## config.mk

```make
export PLATFORM = sky130hd
export DESIGN_NAME = ntpro_stamp_conv
export DESIGN_NICKNAME = d
export VERILOG_FILES = /design/src/hw/rtl/ntp_response_offset_processor_core_assert.svh /design/src/hw/rtl/ntpro_pkg.sv /design/src/hw/rtl/ntpro_stamp_conv.sv
export SDC_FILE = /design/constraint.sdc
export NUM_CORES = 2
export LEC_CHECK = 0
export ABC_AREA = 0
export ABC_CLOCK_PERIOD_IN_PS = 10980
export BUFFER_PORTS_ARGS = -buffer_cell sky130_fd_sc_hd__buf_4
export CORE_MARGIN = 2
export CORE_UTILIZATION = 45
export DETAILED_ROUTE_END_ITERATION = 12
export PLACE_DENSITY_LB_ADDON = 0.08
export SLEW_MARGIN = 20
export SYNTH_ARGS = -nofsm -noshare
export SYNTH_HDL_FRONTEND = slang
export SYNTH_SLANG_ARGS = --single-unit
```

## constraint.sdc

```tcl
create_clock -name clk -period 10.98 [get_ports clk]
set_input_delay 2.196 -clock clk [delete_from_list [all_inputs] [get_ports clk]]
set_output_delay 2.196 -clock clk [all_outputs]
set_load 0.005 [all_outputs]
```

## src/hw/rtl/ntp_response_offset_processor_core_assert.svh

```systemverilog
// assertion macros for the ntp response offset processor
`ifndef NTP_RESPONSE_OFFSET_PROCESSOR_CORE_ASSERT_SVH
`define NTP_RESPONSE_OFFSET_PROCESSOR_CORE_ASSERT_SVH

// checked only outside reset
`define NTPRO_ASSERT(lbl, prop, msg) \
    lbl: assert property (@(posedge clk) disable iff (!rst_n) prop) else $error(msg);

// checked at every edge, reset included
`define NTPRO_ASSERT_ALWAYS(lbl, prop, msg) \
    lbl: assert property (@(posedge clk) prop) else $error(msg);

`endif

```

## src/hw/rtl/ntpro_pkg.sv

```systemverilog
`timescale 1ns / 1ps
`default_nettype none

package ntpro_pkg;

    // stream payload widths, tdata padded to whole bytes
    localparam int S_TDATA_W = 312;
    localparam int S_TUSER_W = 1;
    localparam int M_TDATA_W = 72;
    localparam int M_TUSER_W = 2;

    localparam logic [31:0] ERA_OFFSET_SECONDS = 32'd2208988800;
    localparam logic [29:0] NS_PER_SECOND      = 30'd1000000000;
    localparam logic [10:0] MIN_PACKET_BYTES   = 11'd48;

    // kiss codes, first character in the top byte
    localparam logic [31:0] KISS_DENY = 32'h44454E59;
    localparam logic [31:0] KISS_RSTR = 32'h52535452;
    localparam logic [31:0] KISS_RATE = 32'h52415445;

    localparam logic [4:0] RESET_MIN_POLL = 5'd6;
    localparam logic [4:0] RESET_MAX_POLL = 5'd9;

    // config register indexes
    localparam logic REG_MIN_POLL = 1'b0;
    localparam logic REG_MAX_POLL = 1'b1;

    // func codes
    localparam logic FUNC_REPLY  = 1'b0;
    localparam logic FUNC_ROTATE = 1'b1;

    // status codes
    localparam logic [1:0] STATUS_OK    = 2'd0;
    localparam logic [1:0] STATUS_SHORT = 2'd1;
    localparam logic [1:0] STATUS_KISS  = 2'd2;

    // item kind, decoded at the input and carried down the pipe
    localparam logic [2:0] KIND_UPDATE     = 3'd0;
    localparam logic [2:0] KIND_ROTATE     = 3'd1;
    localparam logic [2:0] KIND_SHORT      = 3'd2;
    localparam logic [2:0] KIND_KISS_DROP  = 3'd3;
    localparam logic [2:0] KIND_KISS_RATE  = 3'd4;
    localparam logic [2:0] KIND_KISS_OTHER = 3'd5;

    // stage load enables of the timestamp converter
    typedef struct packed {
        logic mul_en;
        logic sum_en;
    } conv_en_t;

endpackage

`default_nettype wire

```

## src/hw/rtl/ntpro_stamp_conv.sv

```systemverilog
`timescale 1ns / 1ps
`default_nettype none

module ntpro_stamp_conv (
    input  wire logic              clk,
    input  wire ntpro_pkg::conv_en_t en,
    input  wire logic [31:0]       secs,
    input  wire logic [31:0]       frac,
    output logic      [63:0]       ns
);
    import ntpro_pkg::*;

    logic [31:0] unix_secs;
    logic [61:0] sec_prod_next;
    logic [61:0] sec_prod_reg;
    logic [61:0] frac_prod;
    logic [29:0] frac_ns_next;
    logic [29:0] frac_ns_reg;
    logic [63:0] ns_next;
    logic [63:0] ns_reg;

    // era wrap, then seconds and fraction scaled to nanoseconds
    assign unix_secs     = secs - ERA_OFFSET_SECONDS;
    assign sec_prod_next = 62'(unix_secs) * 62'(NS_PER_SECOND);
    assign frac_prod     = 62'(frac) * 62'(NS_PER_SECOND);
    assign frac_ns_next  = frac_prod[61:32];
    assign ns_next       = {2'b00, sec_prod_reg} + {34'd0, frac_ns_reg};

    always_ff @(posedge clk)
    begin
        if (en.mul_en)
        begin
            sec_prod_reg <= sec_prod_next;
            frac_ns_reg  <= frac_ns_next;
        end
        if (en.sum_en)
        begin
            ns_reg <= ns_next;
        end
    end

    assign ns = ns_reg;

endmodule

`default_nettype wire

```

==> results by stage <==
Outcome:
- The run finished with clean final reports.

Clock tree:
- For the worst-skew pair, the clock arrives at the later sink with an insertion delay of 430 ps.
- Once the clock tree was built, the setup fixing pass inserted 0 buffers.
- The root buffer cell is sky130_fd_sc_hd__clkbuf_16.
- The TritonCTS buffer count is 17.
- The clock net in this run drives a total of 146 sinks.
- The clock tree from TritonCTS is yes.
- The clock slew at the register clock pins of the worst setup and hold paths is 70 ps.
- The depth of the CTS H-tree is 4.
- The number of buffers inserted for hold repair after clock tree synthesis is 0.
- The post-cts sizing count is 0.
- The number of buffers between clock root and the deepest sink is 2.

Die:
- The standard-cell row count is 99.
- For this configuration, the core starts out at a cell density of 45.38%.
- The die is 275.0 um wide.
- The y dimension of the die is 275.0 um.
- The die covers 75630 um2.
- The core region area is 72830 um2.
- The top-level I/O count is 131.

Final layout:
- After the flow finishes, the layout carries non-filler instances totaling 4331.
- The fill cell total of the finished layout is 6912.
- The ratio of cells with drive above 1 in the final layout is 6.228%.
- The layout overhead on the synthesized area is 8.363%.
- After the last flow step, the layout net total stands at 4584.
- The repair_antennas step left the layout with diodes totalling 0.
- The number of flip-flops under the largest register name is 63.
- The final cell utilization of the core is approximately 49%.

Timing:
- For the pin with the worst max-slew slack, the measured transition is 1024 ps.
- The share of the cycle needed by the critical path after routing is 90.65%.
- The sum of negative setup slack is 0 ps.
- Headroom to the max-slew limit came out at 31.71%.
- The worst clock skew on the final layout is about 14 ps.
- Setup violations remaining at the end of the flow were counted as 0.
- The highest achievable clock rate is approximately 100 MHz.
- The time the final worst path needs with I/O delays and setup is roughly 10000 ps.
- The number of hold violations in the final report is 0.
- The max-slew violation count is 0.
- Setup repair after global routing left no endpoint under its margin.

Global route:
- The number of antenna violations at the first check in global routing came to 4.
- The first global-routing pass estimated between 100 and 150 mm of wire.
- Entering global routing, the biggest net connects 64 pins.
- The met3 layer usage reported by global route is 3.640%.
- Global routing finished with a remaining overflow of 0.
- Global routing used 34.98% of the available met1 tracks.
- The number of global-route vias before repair is 23473.
- Global routing consumed, on the met2 layer, 35.79% of the routing resources.
- The total global routing track utilization is 23.05%.
- The global routing stage identified its most utilized layer as met2.

Setup path:
- The worst register-to-register path begins at frac_ns_reg[9].
- The most critical setup path has its startpoint at secs[7].
- The maximum cell stage delay along the critical path is 600 ps.
- At the worst endpoint, the arrival time is 10140 ps.
- The critical path required time is between 10000 and 15000 ps.
- Along the worst path, the maximum fanout reaches 6.
- The element type at the critical path end is a flip-flop.
- The type of element launching the critical path is a primary input.
- The worst setup path category is primary input to flip-flop.
- The slowest stage of the critical path is the sky130_fd_sc_hd__fa_1 cell.
- The cell occurring most often along the worst timing path is sky130_fd_sc_hd__fa_1.

Logic synthesis:
- The share of the Yosys chip area taken by registers is 13.27%.
- Counting distinct cell types in the post-synthesis netlist gives 81.
- The total number of yosys warnings is 0.
- The synthesized area per cell is 10.26 um2.
- The post-synthesis register bit count is 146.
- Synthesis handed over a netlist of 3220 instances.
- The commonest register cell after synthesis is sky130_fd_sc_hd__edfxtp_1.
- The net count of the mapped netlist is roughly 4400.
- The post-synthesis instance area is 33050 um2.
- The proportion of register bits with asynchronous set or reset after synthesis is 0%.
- The synthesized design contains 146 enable-type register cells.

Worst hold path:
- The worst hold path belongs to the class flip-flop to flip-flop.
- The worst hold path begins at frac_ns_reg[8].

Routing:
- The DRC violation count after routing is 0.
- The overall routed net length is 81.74 mm.
- The routed layout has 21803 vias.
- The count of nets left with antenna violations once routing finished came out at 0.
- The average detailed-routed wire length per instance is 18.87 um.
- The detailed router's first-iteration violation count is 1238.
- The number of vias per cell after detailed routing is 5.034.
- The first detailed-routing pass ran for 6 iterations.

Placement:
- Input and output buffers added on the ports amount to about 130.
- Summed over all nets, the half-perimeter wirelength after detailed placement is 73.73 mm.
- Counting tap cells, the placed design contains a total of ~4300 instances.
- The congestion estimate from routability-driven global placement came to 0.9075.

Flow run:
- Max-cap violations in this run came to 0.
area by class of cell:
cell class                      count  area (um2)  area share [%]
Clock buffer                       17       425.4           1.188
Tap cell                          959        1200           3.350
Inverter                         1028        3859           10.77
Clock inverter                     15       126.4          0.3529
Multi-Input combinational cell   2011       24660           68.84
Timing Repair Buffer              155        1164           3.249
Sequential cell                   146        4384           12.24
critical path: cells and delay by family:
family	cells	cell delay, ps
fa+ha+maj	9	3570
simple gates	6	1570
compound gates	7	1600
buf+inv	5	590
xor+xnor	2	580
routing by layer:
| metal | wire length (um) | up-vias | part of all wire (%) |
|---|---|---|---|
| met2 | 36680 | 450 | 45 |
| met3 | 4518 | 40 | 5.5 |
| li1 | - | 10284 | - |
| met4 | 828 | 0 | 1.0 |
| met5 | 0 | - | 0 |
| met1 | 39720 | 11029 | 49 |
cells by family (layout without fill, tap and decap cells):
| logic type | Yosys count | in the layout | share of synthesized area [%] |
|---|---|---|---|
| multiplexers | 4 | 4 | 0.1249 |
| AND/OR/NAND/NOR | 315 | 315 | 4.728 |
| adder cells (fa/ha/maj) | 1158 | 1158 | 57.85 |
| other | 1 | 1 | 0.01135 |
| flip-flops | 146 | 146 | 13.27 |
| XOR/XNOR | 175 | 175 | 4.638 |
| AO/OA/AOI/OAI | 358 | 358 | 7.246 |
| buffers and inverters | 1063 | 1215 | 12.13 |
cells in the mapped netlist (3+ instances only):
master	instances	area, um2
sky130_fd_sc_hd__a211oi_1	5	37.54
sky130_fd_sc_hd__nor2b_1	14	87.58
sky130_fd_sc_hd__a21o_1	58	435.4
sky130_fd_sc_hd__and2_1	8	50.05
sky130_fd_sc_hd__xor2_1	51	446.7
sky130_fd_sc_hd__a31oi_1	8	50.05
sky130_fd_sc_hd__nor4_1	3	18.77
sky130_fd_sc_hd__o21ai_0	62	310.3
sky130_fd_sc_hd__nor3_1	13	65.06
sky130_fd_sc_hd__nand2b_1	11	68.82
sky130_fd_sc_hd__o31ai_1	5	37.54
sky130_fd_sc_hd__a21boi_0	7	52.55
sky130_fd_sc_hd__a21oi_1	123	615.6
sky130_fd_sc_hd__mux2i_1	3	30.03
sky130_fd_sc_hd__a211o_1	3	26.28
sky130_fd_sc_hd__clkbuf_1	26	97.59
sky130_fd_sc_hd__edfxtp_1	146	4384
sky130_fd_sc_hd__or3_1	4	25.02
sky130_fd_sc_hd__xnor2_1	124	1086
sky130_fd_sc_hd__o21bai_1	13	97.59
sky130_fd_sc_hd__a21oi_2	4	35.03
sky130_fd_sc_hd__nand4_1	40	250.2
sky130_fd_sc_hd__a311oi_1	5	43.79
sky130_fd_sc_hd__and3_1	17	106.4
sky130_fd_sc_hd__a221oi_1	3	26.28
sky130_fd_sc_hd__o31a_1	3	26.28
sky130_fd_sc_hd__o21a_1	15	112.6
sky130_fd_sc_hd__and4_1	4	35.03
sky130_fd_sc_hd__inv_1	1027	3855
sky130_fd_sc_hd__nor2_1	72	270.3
sky130_fd_sc_hd__ha_1	541	6769
sky130_fd_sc_hd__o21ai_1	5	25.02
sky130_fd_sc_hd__a41oi_1	4	35.03
sky130_fd_sc_hd__buf_2	5	25.02
sky130_fd_sc_hd__nand3_1	37	185.2
sky130_fd_sc_hd__fa_1	617	12350
sky130_fd_sc_hd__nand2_1	79	296.5
through the flow:
| step | setup WS (ps) | hold WS (ps) | instance area [um2] |
|---|---|---|---|
| 3_5_place_dp | 606.0 | 404.5 | 35260 |
| 3_3_place_gp | 679.3 | 401.3 | 35260 |
| 2_1_floorplan | 1131 | 400.3 | 33050 |
| 6_report | 1026 | 409.1 | 35810 |
| 4_1_cts | 1049 | 411.0 | 35810 |
| 5_1_grt | 613.6 | 414.4 | 35810 |
final timing paths:
path | endpoint | slack (ps) | cells after the start
hold / removal | ns[8] | 410 | 0
setup / recovery | sec_prod_reg[61] | 1030 | 29
setup reg to reg | ns[41] | 6970 | 12
hold reg to reg | ns[8] | 410 | 0
placed cells by master, fill, tap and decap left out, drive strengths merged, types with 15 or more instances in the layout:
cell / n
buf: 155
o21ai: 69
a21oi: 128
clkbuf: 17
a21o: 58
inv: 1033
xor2: 51
xnor2: 124
o21a: 15
nand2: 79
nand3: 37
and3: 17
edfxtp: 146
ha: 541
nor2: 72
fa: 617
nand4: 41
Power is not shown: default switching activity piles up to over one toggle a cycle in this logic, so the estimate is an artifact.
